--- config.mk ---
export PLATFORM = sky130hd
export DESIGN_NAME = jpeg_frame_size_estimator
export DESIGN_NICKNAME = d
export VERILOG_FILES = /design/src/jfse_pkg.sv /design/src/jpeg_frame_size_estimator.sv /design/src/jfse_front.sv /design/src/jfse_queue.sv /design/src/jfse_back.sv
export SDC_FILE = /design/constraint.sdc
export NUM_CORES = 1
export LEC_CHECK = 0
export ABC_AREA = 1
export BUFFER_PORTS_ARGS = -buffer_cell sky130_fd_sc_hd__buf_4
export CAP_MARGIN = 20
export CELL_PAD_IN_SITES_DETAIL_PLACEMENT = 0
export CELL_PAD_IN_SITES_GLOBAL_PLACEMENT = 1
export CORE_MARGIN = 2
export CORE_UTILIZATION = 45
export CTS_CLUSTER_SIZE = 12
export DETAILED_ROUTE_END_ITERATION = 7
export HOLD_SLACK_MARGIN = 0.1
export PLACE_DENSITY_LB_ADDON = 0.1
export SYNTH_ARGS = -nofsm -noshare
export SYNTH_HDL_FRONTEND = slang
export SYNTH_SLANG_ARGS = --single-unit
--- constraint.sdc ---
create_clock -name clk -period 6.15 [get_ports clk]
set_input_delay 1.23 -clock clk [delete_from_list [all_inputs] [get_ports clk]]
set_output_delay 1.23 -clock clk [all_outputs]
set_load 0.01 [all_outputs]
--- src/jfse_pkg.sv ---
package jfse_pkg;

    // Marker codes that follow an FF byte.
    localparam logic [7:0] MK_FF   = 8'hFF;
    localparam logic [7:0] MK_SOI  = 8'hD8;
    localparam logic [7:0] MK_SOS  = 8'hDA;
    localparam logic [7:0] MK_EOI  = 8'hD9;
    localparam logic [7:0] MK_SOF0 = 8'hC0;
    localparam logic [7:0] MK_SOF2 = 8'hC2;
    localparam logic [7:0] MK_RST0 = 8'hD0;
    localparam logic [7:0] MK_RST7 = 8'hD7;
    localparam logic [7:0] MK_TEM  = 8'h01;
    localparam logic [7:0] MK_STUF = 8'h00;

    localparam int EST_W = 34;
    localparam int DIM_W = 16;

    // Offsets of the geometry bytes inside a frame header body.
    localparam logic [3:0] OFF_H_HI = 4'd1;
    localparam logic [3:0] OFF_H_LO = 4'd2;
    localparam logic [3:0] OFF_W_HI = 4'd3;
    localparam logic [3:0] OFF_W_LO = 4'd4;
    localparam logic [3:0] OFF_MAX  = 4'd15;

    // Smallest body length counted for a frame header.
    localparam logic [15:0] SOF_MIN_BODY = 16'd5;

    localparam int QDEPTH = 2;
    localparam int QPTR_W = $clog2(QDEPTH);
    localparam int QCNT_W = QPTR_W + 1;

    // One job for the back end: the estimate is w * h * 3.
    typedef struct packed {
        logic [DIM_W-1:0] width;
        logic [DIM_W-1:0] height;
    } job_t;

    typedef struct packed {
        logic full;
        logic empty;
    } queue_status_t;

    typedef enum logic [8:0] {
        PH_SOI0 = 9'b000000001,
        PH_SOI1 = 9'b000000010,
        PH_SCAN = 9'b000000100,
        PH_MARK = 9'b000001000,
        PH_LENH = 9'b000010000,
        PH_LENL = 9'b000100000,
        PH_SKIP = 9'b001000000,
        PH_SOF  = 9'b010000000,
        PH_DONE = 9'b100000000
    } phase_t;

    typedef enum logic [3:0] {
        BK_IDLE = 4'b0001,
        BK_MUL  = 4'b0010,
        BK_TRIP = 4'b0100,
        BK_OUT  = 4'b1000
    } back_state_t;

endpackage

--- src/jpeg_frame_size_estimator.sv ---
// JPEG frame size estimator: bytes of a JPEG file enter one word per cycle on
// data_byte, with last_byte marking the final byte of each file. The front end
// checks the SOI signature and walks the marker segments, skipping fill bytes,
// stuffed zeros, standalone markers and length-delimited segments; it captures
// height and width from an SOF0, SOF1 or SOF2 header. Every file yields exactly
// one estimate word, width * height * 3, or zero when the signature is bad, the
// walk hits SOS or EOI, a segment length is below two, the geometry is zero,
// or the file ends before a decision. Bytes that follow the decision are
// consumed silently until last_byte, after which the block re-arms. Bytes are
// taken at one per cycle while the two-entry job queue has room. A job leaves
// the queue into a back end that works through it in steps (load, 16 by 16
// multiply, times three, present): the job is held in the queue, then in the
// job, product and estimate registers before the estimate is offered. The
// front end keeps parsing meanwhile and stalls whenever the queue holds two
// jobs, which happens when files are decided faster than the back end
// finishes them or when results wait behind a stalled output.
module jpeg_frame_size_estimator
(
    input  logic                               clk,
    input  logic                               rst_n,
    input  logic                               in_valid,
    output logic                               in_stall,
    input  logic [7:0]                         data_byte,
    input  logic                               last_byte,
    output logic                               out_valid,
    input  logic                               out_stall,
    output logic [jfse_pkg::EST_W-1:0]         estimate
);

    jfse_pkg::queue_status_t q_status;
    jfse_pkg::job_t          push_job;
    jfse_pkg::job_t          head_job;
    logic                    push;
    logic                    pop;

    // Marker parser: one byte per cycle while the job queue has room, pushes one job per file.
    jfse_front u_front
    (
        .clk       (clk),
        .rst_n     (rst_n),
        .in_valid  (in_valid),
        .in_stall  (in_stall),
        .data_byte (data_byte),
        .last_byte (last_byte),
        .q_status  (q_status),
        .push      (push),
        .push_job  (push_job)
    );

    // Short queue that lets the parser run ahead of the multiplier.
    jfse_queue u_queue
    (
        .clk      (clk),
        .rst_n    (rst_n),
        .push     (push),
        .push_job (push_job),
        .pop      (pop),
        .head_job (head_job),
        .status   (q_status)
    );

    // Multiplier and output register.
    jfse_back u_back
    (
        .clk       (clk),
        .rst_n     (rst_n),
        .head_job  (head_job),
        .q_status  (q_status),
        .pop       (pop),
        .out_valid (out_valid),
        .out_stall (out_stall),
        .estimate  (estimate)
    );

endmodule

--- src/jfse_front.sv ---
module jfse_front
(
    input  logic                   clk,
    input  logic                   rst_n,
    input  logic                   in_valid,
    output logic                   in_stall,
    input  logic [7:0]             data_byte,
    input  logic                   last_byte,
    input  jfse_pkg::queue_status_t q_status,
    output logic                   push,
    output jfse_pkg::job_t         push_job
);

    jfse_pkg::phase_t phase_reg, phase_next;
    logic [7:0]  marker_reg, marker_next;
    logic [7:0]  lenh_reg, lenh_next;
    logic [15:0] rem_reg, rem_next;
    logic [3:0]  off_reg, off_next;
    logic [15:0] height_reg, height_next;
    logic [15:0] width_reg, width_next;

    logic        accept;
    logic        emit;
    logic [15:0] seg_len;
    logic [15:0] body_len;

    // A result may be pushed by any byte, so a byte is only taken when a slot is free.
    assign in_stall = q_status.full;
    assign accept   = in_valid && !q_status.full;
    assign seg_len  = {lenh_reg, data_byte};
    assign body_len = seg_len - 16'd2;

    always_comb
    begin
        phase_next  = phase_reg;
        marker_next = marker_reg;
        lenh_next   = lenh_reg;
        rem_next    = rem_reg;
        off_next    = off_reg;
        height_next = height_reg;
        width_next  = width_reg;
        emit        = 1'b0;
        push        = 1'b0;
        push_job    = '0;
        if (accept)
        begin
            unique case (phase_reg)
                jfse_pkg::PH_SOI0:
                begin
                    if (data_byte == jfse_pkg::MK_FF)
                        phase_next = jfse_pkg::PH_SOI1;
                    else
                        emit = 1'b1;
                end
                jfse_pkg::PH_SOI1:
                begin
                    if (data_byte == jfse_pkg::MK_SOI)
                        phase_next = jfse_pkg::PH_SCAN;
                    else
                        emit = 1'b1;
                end
                jfse_pkg::PH_SCAN:
                begin
                    if (data_byte == jfse_pkg::MK_FF)
                        phase_next = jfse_pkg::PH_MARK;
                end
                jfse_pkg::PH_MARK:
                begin
                    priority if (data_byte == jfse_pkg::MK_FF)
                    begin
                        phase_next = jfse_pkg::PH_MARK;
                    end
                    else if (data_byte == jfse_pkg::MK_EOI || data_byte == jfse_pkg::MK_SOS)
                    begin
                        emit = 1'b1;
                    end
                    else if (data_byte == jfse_pkg::MK_STUF || data_byte == jfse_pkg::MK_SOI ||
                             data_byte == jfse_pkg::MK_TEM ||
                             (data_byte >= jfse_pkg::MK_RST0 && data_byte <= jfse_pkg::MK_RST7))
                    begin
                        phase_next = jfse_pkg::PH_SCAN;
                    end
                    else
                    begin
                        marker_next = data_byte;
                        phase_next  = jfse_pkg::PH_LENH;
                    end
                end
                jfse_pkg::PH_LENH:
                begin
                    lenh_next  = data_byte;
                    phase_next = jfse_pkg::PH_LENL;
                end
                jfse_pkg::PH_LENL:
                begin
                    priority if (seg_len < 16'd2)
                    begin
                        emit = 1'b1;
                    end
                    else if (marker_reg >= jfse_pkg::MK_SOF0 && marker_reg <= jfse_pkg::MK_SOF2)
                    begin
                        // A short frame header still reads the geometry bytes past its end.
                        rem_next    = (body_len > jfse_pkg::SOF_MIN_BODY) ? body_len
                                                                         : jfse_pkg::SOF_MIN_BODY;
                        off_next    = '0;
                        height_next = '0;
                        width_next  = '0;
                        phase_next  = jfse_pkg::PH_SOF;
                    end
                    else if (seg_len == 16'd2)
                    begin
                        phase_next = jfse_pkg::PH_SCAN;
                    end
                    else
                    begin
                        rem_next   = body_len;
                        phase_next = jfse_pkg::PH_SKIP;
                    end
                end
                jfse_pkg::PH_SKIP:
                begin
                    rem_next = rem_reg - 16'd1;
                    if (rem_next == 16'd0)
                        phase_next = jfse_pkg::PH_SCAN;
                end
                jfse_pkg::PH_SOF:
                begin
                    if (off_reg == jfse_pkg::OFF_H_HI)
                        height_next = {data_byte, height_reg[7:0]};
                    if (off_reg == jfse_pkg::OFF_H_LO)
                        height_next = {height_reg[15:8], data_byte};
                    if (off_reg == jfse_pkg::OFF_W_HI)
                        width_next = {data_byte, width_reg[7:0]};
                    if (off_reg == jfse_pkg::OFF_W_LO)
                        width_next = {width_reg[15:8], data_byte};
                    if (off_reg < jfse_pkg::OFF_MAX)
                        off_next = off_reg + 4'd1;
                    rem_next = rem_reg - 16'd1;
                    if (rem_next == 16'd0)
                    begin
                        emit            = 1'b1;
                        push_job.width  = width_next;
                        push_job.height = height_next;
                    end
                end
                jfse_pkg::PH_DONE:
                begin
                    phase_next = jfse_pkg::PH_DONE;
                end
                default:
                begin
                    phase_next = jfse_pkg::PH_SOI0;
                end
            endcase

            if (emit)
            begin
                push       = 1'b1;
                phase_next = jfse_pkg::PH_DONE;
            end
            else if (last_byte && phase_reg != jfse_pkg::PH_DONE)
            begin
                // The file ended before anything was decided.
                push     = 1'b1;
                push_job = '0;
            end

            if (last_byte)
                phase_next = jfse_pkg::PH_SOI0;
        end
    end

    always_ff @(posedge clk or negedge rst_n)
    begin
        if (!rst_n)
            phase_reg <= jfse_pkg::PH_SOI0;
        else
            phase_reg <= phase_next;
    end

    always_ff @(posedge clk)
    begin
        marker_reg <= marker_next;
        lenh_reg   <= lenh_next;
        rem_reg    <= rem_next;
        off_reg    <= off_next;
        height_reg <= height_next;
        width_reg  <= width_next;
    end

endmodule

--- src/jfse_queue.sv ---
module jfse_queue
(
    input  logic                    clk,
    input  logic                    rst_n,
    input  logic                    push,
    input  jfse_pkg::job_t          push_job,
    input  logic                    pop,
    output jfse_pkg::job_t          head_job,
    output jfse_pkg::queue_status_t status
);

    jfse_pkg::job_t              slot_reg [jfse_pkg::QDEPTH];
    logic [jfse_pkg::QPTR_W-1:0] wr_ptr_reg, wr_ptr_next;
    logic [jfse_pkg::QPTR_W-1:0] rd_ptr_reg, rd_ptr_next;
    logic [jfse_pkg::QCNT_W-1:0] count_reg, count_next;
    logic                        do_push;
    logic                        do_pop;

    assign status.full  = (count_reg == jfse_pkg::QCNT_W'(jfse_pkg::QDEPTH));
    assign status.empty = (count_reg == '0);
    assign head_job     = slot_reg[rd_ptr_reg];
    assign do_push      = push && !status.full;
    assign do_pop       = pop && !status.empty;

    always_comb
    begin
        wr_ptr_next = wr_ptr_reg;
        rd_ptr_next = rd_ptr_reg;
        count_next  = count_reg;
        if (do_push)
            wr_ptr_next = (wr_ptr_reg == jfse_pkg::QPTR_W'(jfse_pkg::QDEPTH - 1))
                          ? '0 : wr_ptr_reg + 1'b1;
        if (do_pop)
            rd_ptr_next = (rd_ptr_reg == jfse_pkg::QPTR_W'(jfse_pkg::QDEPTH - 1))
                          ? '0 : rd_ptr_reg + 1'b1;
        if (do_push && !do_pop)
            count_next = count_reg + 1'b1;
        else if (do_pop && !do_push)
            count_next = count_reg - 1'b1;
    end

    always_ff @(posedge clk or negedge rst_n)
    begin
        if (!rst_n)
        begin
            wr_ptr_reg <= '0;
            rd_ptr_reg <= '0;
            count_reg  <= '0;
        end
        else
        begin
            wr_ptr_reg <= wr_ptr_next;
            rd_ptr_reg <= rd_ptr_next;
            count_reg  <= count_next;
        end
    end

    always_ff @(posedge clk)
    begin
        if (do_push)
            slot_reg[wr_ptr_reg] <= push_job;
    end

endmodule

--- src/jfse_back.sv ---
module jfse_back
(
    input  logic                          clk,
    input  logic                          rst_n,
    input  jfse_pkg::job_t                head_job,
    input  jfse_pkg::queue_status_t       q_status,
    output logic                          pop,
    output logic                          out_valid,
    input  logic                          out_stall,
    output logic [jfse_pkg::EST_W-1:0]    estimate
);

    localparam int PROD_W = 2 * jfse_pkg::DIM_W;

    jfse_pkg::back_state_t         state_reg, state_next;
    jfse_pkg::job_t                job_reg;
    logic [PROD_W-1:0]             prod_reg;
    logic [jfse_pkg::EST_W-1:0]    est_reg;

    assign pop       = (state_reg == jfse_pkg::BK_IDLE) && !q_status.empty;
    assign out_valid = (state_reg == jfse_pkg::BK_OUT);
    assign estimate  = est_reg;

    always_comb
    begin
        state_next = state_reg;
        unique case (state_reg)
            jfse_pkg::BK_IDLE: if (!q_status.empty) state_next = jfse_pkg::BK_MUL;
            jfse_pkg::BK_MUL:  state_next = jfse_pkg::BK_TRIP;
            jfse_pkg::BK_TRIP: state_next = jfse_pkg::BK_OUT;
            jfse_pkg::BK_OUT:  if (!out_stall) state_next = jfse_pkg::BK_IDLE;
            default:           state_next = jfse_pkg::BK_IDLE;
        endcase
    end

    always_ff @(posedge clk or negedge rst_n)
    begin
        if (!rst_n)
            state_reg <= jfse_pkg::BK_IDLE;
        else
            state_reg <= state_next;
    end

    // A zero width or height yields a zero product, which covers every zero result.
    always_ff @(posedge clk)
    begin
        if (pop)
            job_reg <= head_job;
        if (state_reg == jfse_pkg::BK_MUL)
            prod_reg <= job_reg.width * job_reg.height;
        if (state_reg == jfse_pkg::BK_TRIP)
            est_reg <= {2'b00, prod_reg} + {1'b0, prod_reg, 1'b0};
    end

endmodule

# Word-level counts from Yosys, hierarchy flattened

Memories as Yosys holds them, arrays and structs flattened. A register that Yosys moved wholly into a read port is not among the register bits.
Cells that the tools add are included.
W data, S select, Z words.

$add $sub $neg: 8
Multipliers: 1
Order comparisons: 7
Equal/unequal tests: 38
Mux-type cells: 55
Bitwise logic cells: 3
Reductions and logical operators: 31

Operators by type and width:

| operator                | count |
|---|---|
| $mux W16                | 10 |
| $mux W32                | 5 |
| $pmux W16 S2            | 3 |
| $mux W9                 | 10 |
| $pmux W9 S9             | 1 |
| $add A32 B33 Y34        | 1 |
| $eq A8 B8 Y1 const B    | 4 |
| $mul A16 B16 Y32        | 1 |
| $mux W4                 | 5 |
| $eq A16 B2 Y1 const B   | 1 |
| $ge A8 B8 Y1 const B    | 2 |
| $gt A16 B3 Y1 const B   | 1 |
| $le A8 B8 Y1 const B    | 2 |
| $logic_not A16 Y1       | 1 |
| $lt A16 B2 Y1 const B   | 1 |
| $ne A4 B2 Y1 const B    | 4 |
| $pmux W4 S4             | 1 |
| $sub A16 B1 Y16 const B | 1 |
| $sub A16 B2 Y16 const B | 1 |
| $mux W1                 | 14 |
| $eq A4 B2 Y1 const B    | 3 |
| $reduce_and A5 Y1       | 2 |
| $eq A9 B1 Y1 const B    | 1 |
| $eq A9 B2 Y1 const B    | 1 |
| 39 further kinds        | 67 |

Register bits after elaboration: 151
Memory bits (writable): 64
Input port bits: 13
Output and inout port bits: 36
Memories kept: 1

Memory list:

| name             | depth | width | rd ports | clocked after Yosys merged registers in | wr ports | line             | text |
|---|---|---|---|---|---|---|---|
| u_queue.slot_reg | 2     | 32    | 1        | 1                                       | 1        | jfse_queue.sv:12 | `jfse_pkg::job_t slot_reg [jfse_pkg::QDEPTH];` |

# Depth between registers and ports, before layout

Gate-level depths: netlist of the first run.

Depth after elaboration: 13
Mapped depth: 26

# By module

From an unflattened synthesis of the first run, not the netlist that was laid out.

Cells, all modules: 2819
Area total of the unflattened synthesis: 22399.0 um^2

Modules (own cells, without submodules):

| module     | times used | cells an instance | area an instance (um^2) | sequential area each (um^2) |
|---|---|---|---|---|
| jfse_back  | 1          | 1984              | 14904.3                 | 3044.2 |
| jfse_front | 1          | 636               | 4936.0                  | 2268.4 |
| jfse_queue | 1          | 199               | 2558.7                  | 2021.9 |

# Least setup slack after synthesis of the first run

Ideal clock, no wire load.

Kind: reg2reg
Start: reg u_back.job_reg[26] (netlist name)
End: reg u_back.prod_reg[24], data pin
Arrival time: 5675 ps
Path slack: 210 ps
Cell stages (with the launch flop): 23
Buffers on the path: 2
Cell sequence: edfxtp_1 > clkbuf_1 > clkbuf_1 > nand2_1 > fa_1 > fa_1 > inv_1 > fa_1 > inv_1 > fa_1 > inv_1 > fa_1 > inv_1 > fa_1 > inv_1 > ha_1 > a21oi_1 > o21ai_0 > a21oi_1 > o21bai_1 > a21oi_1 > o21ai_0 > xor2_1

Longest elaborated chain between the ends: 1

RTL lines:

| what                   | line            | text |
|---|---|---|
| $mul A16 B16 Y32       | jfse_back.sv:50 | `prod_reg <= job_reg.width * job_reg.height;` |
| end signal: assignment | jfse_back.sv:50 |  |
| end: declaration       | jfse_back.sv:17 | `logic [PROD_W-1:0] prod_reg;` |

No other way between the ends.
A chain may end at the register's enable or synchronous reset.

# Final worst setup path of the first run

Start: reg u_back.job_reg[22] (netlist name)
End: reg u_back.prod_reg[29], data pin

Longest elaborated chain between the ends: 1

RTL lines:

| what             | line |
|---|---|
| $mul A16 B16 Y32 | jfse_back.sv:50 |

No other way between the ends.

==> results of run 1 <==
[placed cells by master, fill, tap and decap left out, types with 6 or more instances in the layout]
master       n
o21ai_0     63
nor4_1      10
a21o_1       8
nor3_1      21
xor2_1      56
buf_4      113
ha_1       146
nor2_2      14
a21oi_1     85
xnor2_1     19
inv_1      483
nand2_1    510
inv_2        6
clkbuf_16   29
edfxtp_1   230
fa_1       195
nand4_1     16
clkbuf_1    10
nand2_2      6
nor2_1     179
mux2_2      32
o21ai_1      8
nand3_1     54
dfrtp_1     14
[final timing paths]
check	depth (start not counted)	slack, ns	startpoint	end
max	21	0.26	u_back.job_reg[22]$_DFFE_PP_	u_back.prod_reg[29]$_DFFE_PP_
min reg2reg	0	0.48	u_back.prod_reg[0]$_DFFE_PP_	u_back.estimate[0]$_DFFE_PP_
min in group asynchronous	1	0.54	rst_n	u_front.phase_reg[2]$_DFFE_PN0P_
min	0	0.48	u_back.prod_reg[0]$_DFFE_PP_	u_back.estimate[0]$_DFFE_PP_
max reg2reg	21	0.26	u_back.job_reg[22]$_DFFE_PP_	u_back.prod_reg[29]$_DFFE_PP_
max in group asynchronous	1	5.35	rst_n	u_back.state_reg[0]$_DFFE_PN1P_
[cell type report]
cell class              instances  area [um^2]  area share (%)
inverters                     490         1840            7.99
repair buffers                113          848            3.68
multi-input cells            1479        11400            49.4
well taps                     600          751            3.26
flip-flops and latches        247         7340            31.9
clock buffers                  41          791            3.43
clock inverters                 9         95.1           0.413
[stage by stage]
step / TNS (ns) / hold slack, ns / cells / worst slack (ns)
floorplan: 0 / 0.433 / 2299 / 0.210
global placement: 0 / 0.474 / 2917 / 0.152
detailed placement: 0 / 0.479 / 2917 / 0.0783
CTS: 0 / 0.487 / 2967 / 0.0773
global route: -0.0190 / 0.499 / 2979 / -0.0190
finish: 0 / 0.483 / 2979 / 0.259
[layer usage]
metal | global-route usage [%] | vias up | share of wire [%]
met5 | 0 | - | 0
met4 | 4.37 | 0 | 1.8
met3 | 2.13 | 55 | 3.0
met2 | 37.5 | 208 | 50
met1 | 27.6 | 7119 | 45
li1 | - | 7286 | -
[cell families after synthesis]
group	synth area share (%)
AND/OR/NAND/NOR	16.7
buffers and inverters	10.4
adder cells (fa/ha/maj)	27.5
flip-flops	35.2
AO/OA/AOI/OAI	5.23
XOR/XNOR	3.23
multiplexers	1.73
[worst max-delay path, delay by kind of cell (launching register included)]
kind	cells	cell delay (ns)
adder cells (fa/ha/maj)	7	3.54
flip-flops	1	0.51
buffers and inverters	6	0.54
XOR/XNOR	1	0.16
AND/OR/NAND/NOR	5	0.61
AO/OA/AOI/OAI	2	0.30
[repair_timing]
item | CTS | global route
resized for setup | 0 | 8
setup buffers | 0 | 12
endpoints found under the setup margin | 0 | 8
hold buffers | 0 | 0
==> impl_results.md, run 1 <==
- Status: finished clean
- Register area share after synthesis: 35.2%
- Initial antenna violation count: 0
- Vias in the first global route: approximately 15000
- Final Setup Violations: 0
- Worst rel slew slack: ~34%
- Area contributors post-synth: edfxtp_1 (33%), fa_1 (19%), nand2_1 (9.2%)
- Iteration-0 DRC Markers: 830
- Global-route wire length before repair: slightly below 80000 um
- Slew Viols, Final: 0
- Final min period: between 5 and 6 ns
- Die width: 219 um
- Fmax: between 150 and 200 MHz
- Synth Net Count: about 2700
- Final Cell Area: between 20000 and 25000 um^2
- H-Tree Depth: 1
- GPL Wtd Cong: 0.894
- Most used DFF post-synth: edfxtp_1
- Hold Vio Cnt, Final: 0
- CP peak stage delay: 0.55 ns
- Critical Path Most Common Cell: fa_1
- Setup crit end kind: flop
- Crit-path cells: buf_4 -> buf_4 -> nand2_1 -> fa_1 -> inv_1 -> fa_1 -> fa_1 -> fa_1 -> fa_1 -> inv_1 -> fa_1 -> inv_1 -> ha_1 -> nand2_1 -> inv_1 -> nand2_1 -> nor3_1 -> nand3_1 -> o2111ai_1 -> a21oi_1 -> xor2_1
- Critical Path RT: 6.45 ns
- Max_cap viols: 0
- Total Wirelength: 49100 um
- Ys Warns: 0
- Longest Clk Path Bufs: 3
- Hold Crit Class: reg -> reg
- Post-synth EDFFs: 230
- Post-placement cell area: 22000 um^2
- Part of the cycle the worst path needs: 95.8%
- Core Footprint: 45600 um^2
- Avg Inst Size Synth: between 9 and 10 um^2
- Largest net degree at the start of global routing: 35
- CTS sink count: 247
- Worst Setup Start Kind: flop
- GRT Overall Usage: 21.0%
- Critical path fanouts, max: 6
- Netlist Area Pre-Place: 20800 um^2
- CTS root buffer: clkbuf_16
- Fraction of layout cells with a size suffix above 1: 9.96%
- Worst Tran Pin Value: 0.988 ns
- Ys async rst share: 6.88%
- Synth area leader: edfxtp_1
- Worst-path clk slew: 0.06 ns
- Final ANT Viol Nets: 0
- Row cnt: roughly 80
- Max FFs per register: 64
- Crit-path slowest cell: fa_1
- Vias: 14700
- Nets: 2713
- Distinct cells, synth: between 50 and 60
- GRT overflow: 0
- Layout area overhead: 10.6%
- Layout Utilization: 50.5%
- Worst setup path class: reg -> reg
- CTS tree: yes
- Most frequent cell after synthesis: nand2_1
- Port buffer count: 48
- CTS Buf Count: 28
- Skew final: 0.0166 ns
- Most frequent cells after synthesis: nand2_1 (510), inv_1 (483), edfxtp_1 (230)
- DRT Pass-1 Iters: 5
- RSZ-0062 raised after global routing: yes
- Die area: 48000 um^2
- Initial Util: 45.7%
- Vias per cell: approximately 4.9
- Antenna Cells: 0
- Placed wire-length estimate: 39800 um
- Die Span Y: approximately 220 um
- Skew-Pair Late Insertion Delay: ~0.56 ns
- Mapped Cells: 2299
- Drc violations: 0
- Share of Yosys cell area claimed by the top area cell type: about a third
- Avg WL per Cell: 16.5 um
- CP arrival: 6.19 ns
- Post-synthesis register bit count: 247
- Io pins: 49
- Filler cells: around 4300
Power of run 1 is not shown: default switching activity piles up to over one toggle a cycle in this logic, so the estimate is an artifact.
==> run 2, diff against run 1 <==
--- a/config.mk
+++ b/config.mk
@@ -11,11 +11,12 @@
 export CELL_PAD_IN_SITES_DETAIL_PLACEMENT = 0
 export CELL_PAD_IN_SITES_GLOBAL_PLACEMENT = 1
 export CORE_MARGIN = 2
-export CORE_UTILIZATION = 45
+export CORE_UTILIZATION = 40
 export CTS_CLUSTER_SIZE = 12
 export DETAILED_ROUTE_END_ITERATION = 7
 export HOLD_SLACK_MARGIN = 0.1
 export PLACE_DENSITY_LB_ADDON = 0.1
 export SYNTH_ARGS = -nofsm -noshare
 export SYNTH_HDL_FRONTEND = slang
+export SYNTH_HIERARCHICAL = 1
 export SYNTH_SLANG_ARGS = --single-unit
==> impl_results.md, run 2 <==
- Register area share after synthesis: 32.7% (-2.5 points)
- Reg2Reg Setup Slack: 0.32 ns (+0.06 ns)
- CTS tree: yes
- Distinct cells, synth: 46 (-16%)
- Fmax: 171 MHz (+1.0%)
- Final Setup Violations: 0 (unchanged)
- CP peak stage delay: 0.63 ns (+0.08 ns)
- Area of the multi-input gates: 12300 um^2 (+8.2%)
- Antenna Cells: 0 (unchanged)
- Final min period: 5.83 ns (-0.0591 ns)
- Crit-path slowest cell: edfxtp_1
- Most used DFF post-synth: edfxtp_1
- GPL Wtd Cong: 0.870 (-2.7%)
- Die width: 241 um (+9.8%)
- Skew final: 0.0123 ns (-0.00429 ns)
- Nets: 3222 (+19%)
- Area contributors post-synth: edfxtp_1 (31%), fa_1 (17%), nand2_1 (15%)
- Vias: 17000 (+16%)
- Initial Util: 40.6% (-5.1 points)
- Fraction of layout cells with a size suffix above 1: 7.74% (-2.2 points)
- Netlist Area Pre-Place: 22400 um^2 (+7.5%)
- Hold Crit Start: u_back/prod_reg[0]$_DFFE_PN_
- Synth area leader: edfxtp_1
- Seq. cell area: 7330 um^2 (about the same)
- Worst rel slew slack: 36.5% (+2.5 points)
- Largest net degree at the start of global routing: 54 (+54%)
- Post-synthesis register bit count: 247 (unchanged)
- Share of Yosys cell area claimed by the top area cell type: 30.8% (-2.3 points)
- Worst Tran Pin Value: 0.952 ns (-0.0355 ns)
- Global-route wire length before repair: 90500 um (+14%)
- CTS root buffer: clkbuf_16
- Status: finished clean
- RSZ-0062 raised after global routing: no
- Cell family with most CP delay: adder cells
- Critical Path RT: 6.49 ns (+0.04 ns)
- Layout area overhead: 11.0%
- Vias in the first global route: 17000 (+13%)
- Ys Warns: 6 (+6)
- Worst setup path class: reg -> reg
- Drc violations: 0 (unchanged)
- Slew Viols, Final: 0 (unchanged)
- Die Span Y: 241 um (+9.8%)
- Crit-path cells: nand2_1 -> inv_1 -> fa_1 -> inv_1 -> fa_1 -> fa_1 -> inv_1 -> fa_1 -> fa_1 -> inv_1 -> fa_1 -> inv_1 -> ha_1 -> nand2_1 -> inv_1 -> nand2_1 -> nor3_1 -> nand3_1 -> nand4_1 -> nand2_1
- Initial antenna violation count: 0 (unchanged)
- Most frequent cells in the layout: nand2_1 (899), inv_1 (638), edfxtp_1 (230), fa_1 (195), nor2_1 (189)
- Die area: 57900 um^2 (+21%)
- Fin Setup TNS: 0 ns (unchanged)
- Max FFs per register: 64 (unchanged)
- Worst Setup Start Kind: flop
- Hold EP: u_back/estimate[0]$_DFFE_PP_
- FF-to-FF End: u_back/prod_reg[27]$_DFFE_PN_
- CTS sink count: 247 (unchanged)
- Setup crit end kind: flop
- Hold Vio Cnt, Final: 0 (unchanged)
- Ys async rst share: 6.88% (unchanged)
- CTS Buf Count: 31 (+11%)
- FF-to-FF Start: u_back/job_reg[27]$_DFFE_PP_
- Avg Inst Size Synth: 7.95 um^2 (-12%)
- Final ANT Viol Nets: 0 (unchanged)
- Core Footprint: 55200 um^2 (+21%)
- Synth Net Count: 3173 (+20%)
- Avg WL per Cell: 15.4 um (-6.4%)
- Vias per cell: 4.67 (-5.2%)
- Filler cells: 5590 (+31%)
- Row cnt: 86 (+10%)
- Critical path fanouts, max: 10 (+4)
- Mapped Cells: 2819 (+23%)
- Most common cell after layout, fill and taps aside: nand2_1
- Post-synth EDFFs: 230 (unchanged)
- Iteration-0 DRC Markers: 875 (+5.4%)
- GRT overflow: 0 (unchanged)
- Skew-Pair Late Insertion Delay: 0.59 ns (+0.03 ns)
- R2r worst-path depth: 20 (-4.8%)
- Buf+Inv Stages, Crit Path: 6 (unchanged)
- Max_cap viols: 0 (unchanged)
- Longest Clk Path Bufs: 3 (unchanged)
- Hold Crit Class: reg -> reg
- Port buffer count: 48 (unchanged)
- Hold Path Depth: 0 (unchanged)
- Placed wire-length estimate: 45100 um (+13%)
- Worst-path clk slew: 0.06 ns (about the same)
- CP arrival: 6.17 ns (-0.02 ns)
- H-Tree Depth: 1 (unchanged)
- DRT Pass-1 Iters: 5 (unchanged)
- Most frequent cells after synthesis: nand2_1 (899), inv_1 (638), edfxtp_1 (230)
- Part of the cycle the worst path needs: 94.8% (-0.96 points)
- Total Wirelength: 56200 um (+14%)
- Io pins: 49 (unchanged)
- GRT Overall Usage: 19.8% (-1.2 points)
- Most frequent cell after synthesis: nand2_1
==> run 2: cell types whose count changed after synthesis, sizes merged, moves of 7 or more <==
cell   before  now
a21o        8    0
a21oi      90   63
buf         7   14
inv       489  647
mux2       32    0
nand2     520  926
nand3      58  104
nor2      198  211
nor3       24   54
o21ai      72   36
xnor2      19    6
xor2       57   39
==> run 2: kinds of logic after synthesis <==
logic type / Yosys count / synth area share [%]
and+or+nand+nor: 1332 / 24.6
buffers and inverters: 737 / 12.5
adders and majority gates: 341 / 25.6
AOI/OAI and AO/OA: 117 / 2.84
DFF: 247 / 32.7
xor gates and xnor gates: 45 / 1.79
==> run 2: what timing repair did <==
action	in CTS	in global routing
resized for setup	0	2
endpoints found under the hold margin	0	0
hold buffers	0	0
cloned	0	0
setup endpoints to repair	2	8
setup buffers	3	15
==> run 2: worst max path at each step <==
stage	start	endpoint	slack, ns	depth (start not counted)
after floorplan	u_back/job_reg[21]$_DFFE_PP_	u_back/prod_reg[31]$_DFFE_PN_	0.67	23
after global placement	u_back/job_reg[20]$_DFFE_PP_	u_back/prod_reg[29]$_DFFE_PN_	0.008	22
after detailed placement	u_back/job_reg[6]$_DFFE_PP_	u_back/prod_reg[21]$_DFFE_PN_	0.004	21
after CTS	u_back/job_reg[6]$_DFFE_PP_	u_back/prod_reg[21]$_DFFE_PN_	0.02	21
after global routing	u_back/job_reg[14]$_DFFE_PP_	u_back/prod_reg[27]$_DFFE_PN_	0.004	18
final	u_back/job_reg[27]$_DFFE_PP_	u_back/prod_reg[27]$_DFFE_PN_	0.32	20
==> run 2: metrics by stage <==
| stage | utilization (%) | std cells | instance area (um^2) | hold slack (ns) | setup WS, ns |
|---|---|---|---|---|---|
| 4_1_cts | 44.8 | 3625 | 24700 | 0.464 | 0.0177 |
| 3_5_place_dp | 42.8 | 3564 | 23600 | 0.453 | 0.00406 |
| 6_report | 45.0 | 3641 | 24900 | 0.463 | 0.318 |
| 5_1_grt | 45.0 | 3641 | 24900 | 0.490 | 0.00371 |
| 3_3_place_gp | 42.8 | 3564 | 23600 | 0.462 | 0.00762 |
| 2_1_floorplan | - | 2819 | 22400 | 0.433 | 0.668 |
==> run 2: layout make-up <==
class	instances	share of cell area, %
clock buffers	39	3.24
clock inverters	19	0.992
inverters	648	9.79
multi-input cells	1835	49.5
flip-flops and latches	247	29.5
well taps	748	3.77
repair buffers	105	3.22
==> run 2: per-layer routing <==
metal / up-vias / wire length (um) / global-route usage [%]
met5: - / 0 / 0
met4: 0 / 1230 / 4.54
met3: 71 / 2060 / 2.38
met2: 283 / 27100 / 34.2
met1: 8014 / 25800 / 26.5
li1: 8621 / - / -
Power of run 2 is left out for the same reason.
==> run 3, diff against run 2 <==
--- a/config.mk
+++ b/config.mk
@@ -6,7 +6,7 @@
 export NUM_CORES = 1
 export LEC_CHECK = 0
 export ABC_AREA = 1
-export BUFFER_PORTS_ARGS = -buffer_cell sky130_fd_sc_hd__buf_4
+export BUFFER_PORTS_ARGS = -buffer_cell sky130_fd_sc_hd__buf_2
 export CAP_MARGIN = 20
 export CELL_PAD_IN_SITES_DETAIL_PLACEMENT = 0
 export CELL_PAD_IN_SITES_GLOBAL_PLACEMENT = 1
==> impl_results.md, run 3 (synthesis results as in run 2) <==
- Total Wirelength: 55300 um (-1.5%)
- Cts hold-fix bufs: 0 (unchanged)
- Layout area overhead: 10.5%
- Avg WL per Cell: 15.2 um (-1.8%)
- Die Span Y: 241 um (unchanged)
- Crit-path cells: nand2_1 -> fa_1 -> inv_1 -> ha_1 -> inv_1 -> fa_1 -> inv_1 -> fa_1 -> fa_1 -> inv_1 -> fa_1 -> inv_1 -> ha_1 -> nand2_1 -> inv_1 -> a21oi_2 -> nand3_1 -> nand2_1 -> nand2_1 -> nand2_1 -> nand2_1
- Fraction of layout cells with a size suffix above 1: 8.00% (+0.25 points)
- H-Tree Depth: 1 (unchanged)
- Part of the cycle the worst path needs: 95.6% (+0.74 points)
- Critical path fanouts, max: 16 (+6)
- Initial antenna violation count: 0 (unchanged)
- Hold Vio Cnt, Final: 0 (unchanged)
- Drc violations: 0 (unchanged)
- Placed wire-length estimate: 44400 um (-1.6%)
- Hold Crit Class: reg -> reg
- Antenna Cells: 0 (unchanged)
- Skew final: 0.0223 ns (+0.00993 ns)
- Io pins: 49 (unchanged)
- Core Footprint: 55200 um^2 (unchanged)
- Max_cap viols: 0 (unchanged)
- Longest Clk Path Bufs: 3 (unchanged)
- Fmax: 170 MHz (-0.78%)
- Largest net degree at the start of global routing: 54 (unchanged)
- Iteration-0 DRC Markers: 837 (-4.3%)
- Fin worst setup slack: 0.272 ns (-0.0458 ns)
- Global-route wire length before repair: 90000 um (-0.56%)
- Die width: 241 um (unchanged)
- Vias per cell: 4.63 (-0.78%)
- Vias in the first global route: 17100 (+0.36%)
- Dpl cells: 3558 (-0.17%)
- Worst-path clk slew: 0.06 ns (about the same)
- GRT Overall Usage: 19.5% (-0.22 points)
- Most frequent cells in the layout: nand2_1 (899), inv_1 (638), edfxtp_1 (230), fa_1 (195), nor2_1 (189)
- Status: finished clean
- Layout Utilization: 44.8% (-0.19 points)
- CP peak stage delay: 0.75 ns (+0.12 ns)
- Final min period: 5.88 ns (+0.0458 ns)
- Final Setup Violations: 0 (unchanged)
- CTS tree: yes
- Initial Util: 40.6% (unchanged)
- Max FFs per register: 64 (unchanged)
- Critical Path RT: 6.49 ns (about the same)
- Row cnt: 86 (unchanged)
- Final ANT Viol Nets: 0 (unchanged)
- GRT overflow: 0 (unchanged)
- Worst setup path class: reg -> reg
- Setup crit end kind: flop
- Die area: 57900 um^2 (unchanged)
- CTS sink count: 247 (unchanged)
- Worst rel slew slack: 39.7% (+3.1 points)
- Vias: 16900 (-0.57%)
- Worst Setup Start Kind: flop
- CP arrival: 6.21 ns (+0.04 ns)
- Skew-Pair Late Insertion Delay: 0.59 ns (about the same)
- GPL Wtd Cong: 0.873 (+0.39%)
- Port buffer count: 48 (unchanged)
- DP Worst Slack: -0.178 ns (-0.182 ns)
- CTS Buf Count: 31 (unchanged)
- CTS root buffer: clkbuf_16
- Nets: 3230 (+0.25%)
- Worst Tran Pin Value: 0.904 ns (-0.0484 ns)
- Buf+Inv Stages, Crit Path: 6 (unchanged)
- Slew Viols, Final: 0 (unchanged)
- Crit-path slowest cell: edfxtp_1
- DRT Pass-1 Iters: 5 (unchanged)
- Most common cell after layout, fill and taps aside: nand2_1
- Cell family with most CP delay: adder cells
- Post-route insts no fill: 3649 (+0.22%)
[run 3: per-stage QoR]
| stage | TNS [ns] | area [um^2] | hold slack (ns) |
|---|---|---|---|
| 2_1_floorplan | 0 | 22400 | 0.433 |
| 3_3_place_gp | -0.0601 | 23500 | 0.461 |
| 3_5_place_dp | -0.391 | 23500 | 0.468 |
| 4_1_cts | 0 | 24600 | 0.483 |
| 5_1_grt | -0.00687 | 24700 | 0.503 |
| 6_report | 0 | 24700 | 0.482 |
[run 3: layer usage]
layer | wire length, um | up-vias | global-route usage [%]
met4 | 1260 | 0 | 4.82
met3 | 2020 | 74 | 2.76
li1 | - | 8637 | -
met5 | 0 | - | 0
met2 | 26500 | 251 | 33.5
met1 | 25600 | 7931 | 26.1
[run 3: worst paths after layout]
kind / startpoint / end / slack [ns] / depth (start not counted)
setup / recovery: u_back/job_reg[11]$_DFFE_PP_ / u_back/prod_reg[23]$_DFFE_PN_ / 0.27 / 21
max in group asynchronous: rst_n / u_front/phase_reg[0]$_DFFE_PN1P_ / 5.17 / 1
setup reg to reg: u_back/job_reg[11]$_DFFE_PP_ / u_back/prod_reg[23]$_DFFE_PN_ / 0.27 / 21
hold / removal: u_front/phase_reg[0]$_DFFE_PN1P_ / u_front/phase_reg[0]$_DFFE_PN1P_ / 0.48 / 2
hold reg to reg: u_front/phase_reg[0]$_DFFE_PN1P_ / u_front/phase_reg[0]$_DFFE_PN1P_ / 0.48 / 2
min in group asynchronous: rst_n / u_front/phase_reg[4]$_DFFE_PN0P_ / 0.61 / 1
[run 3: cell type report]
cell class,instances,area (um^2)
Multi-Input combinational cell,1835,12300
Timing Repair Buffer,113,741
Clock inverter,20,203
Fill cell,5595,30500
Sequential cell,247,7330
Inverter,648,2430
Tap cell,748,936
Clock buffer,38,802
[run 3: what timing repair did]
| item | 4_1_cts | 5_1_grt |
|---|---|---|
| endpoints found under the setup margin | 3 | 7 |
| gates resized for setup | 0 | 2 |
| setup buffers | 19 | 13 |
[run 3: worst register-to-register path: stages, from the launching register on]
cell and delay (ns):
edfxtp_1 0.75, nand2_1 0.17, fa_1 0.54, inv_1 0.05, ha_1 0.28, inv_1 0.06
fa_1 0.52, inv_1 0.05, fa_1 0.52, fa_1 0.54, inv_1 0.05, fa_1 0.52
inv_1 0.04, ha_1 0.34, nand2_1 0.16, inv_1 0.09, a21oi_2 0.27, nand3_1 0.32
nand2_1 0.17, nand2_1 0.07, nand2_1 0.06, nand2_1 0.07
Power of run 3 is left out for the same reason.
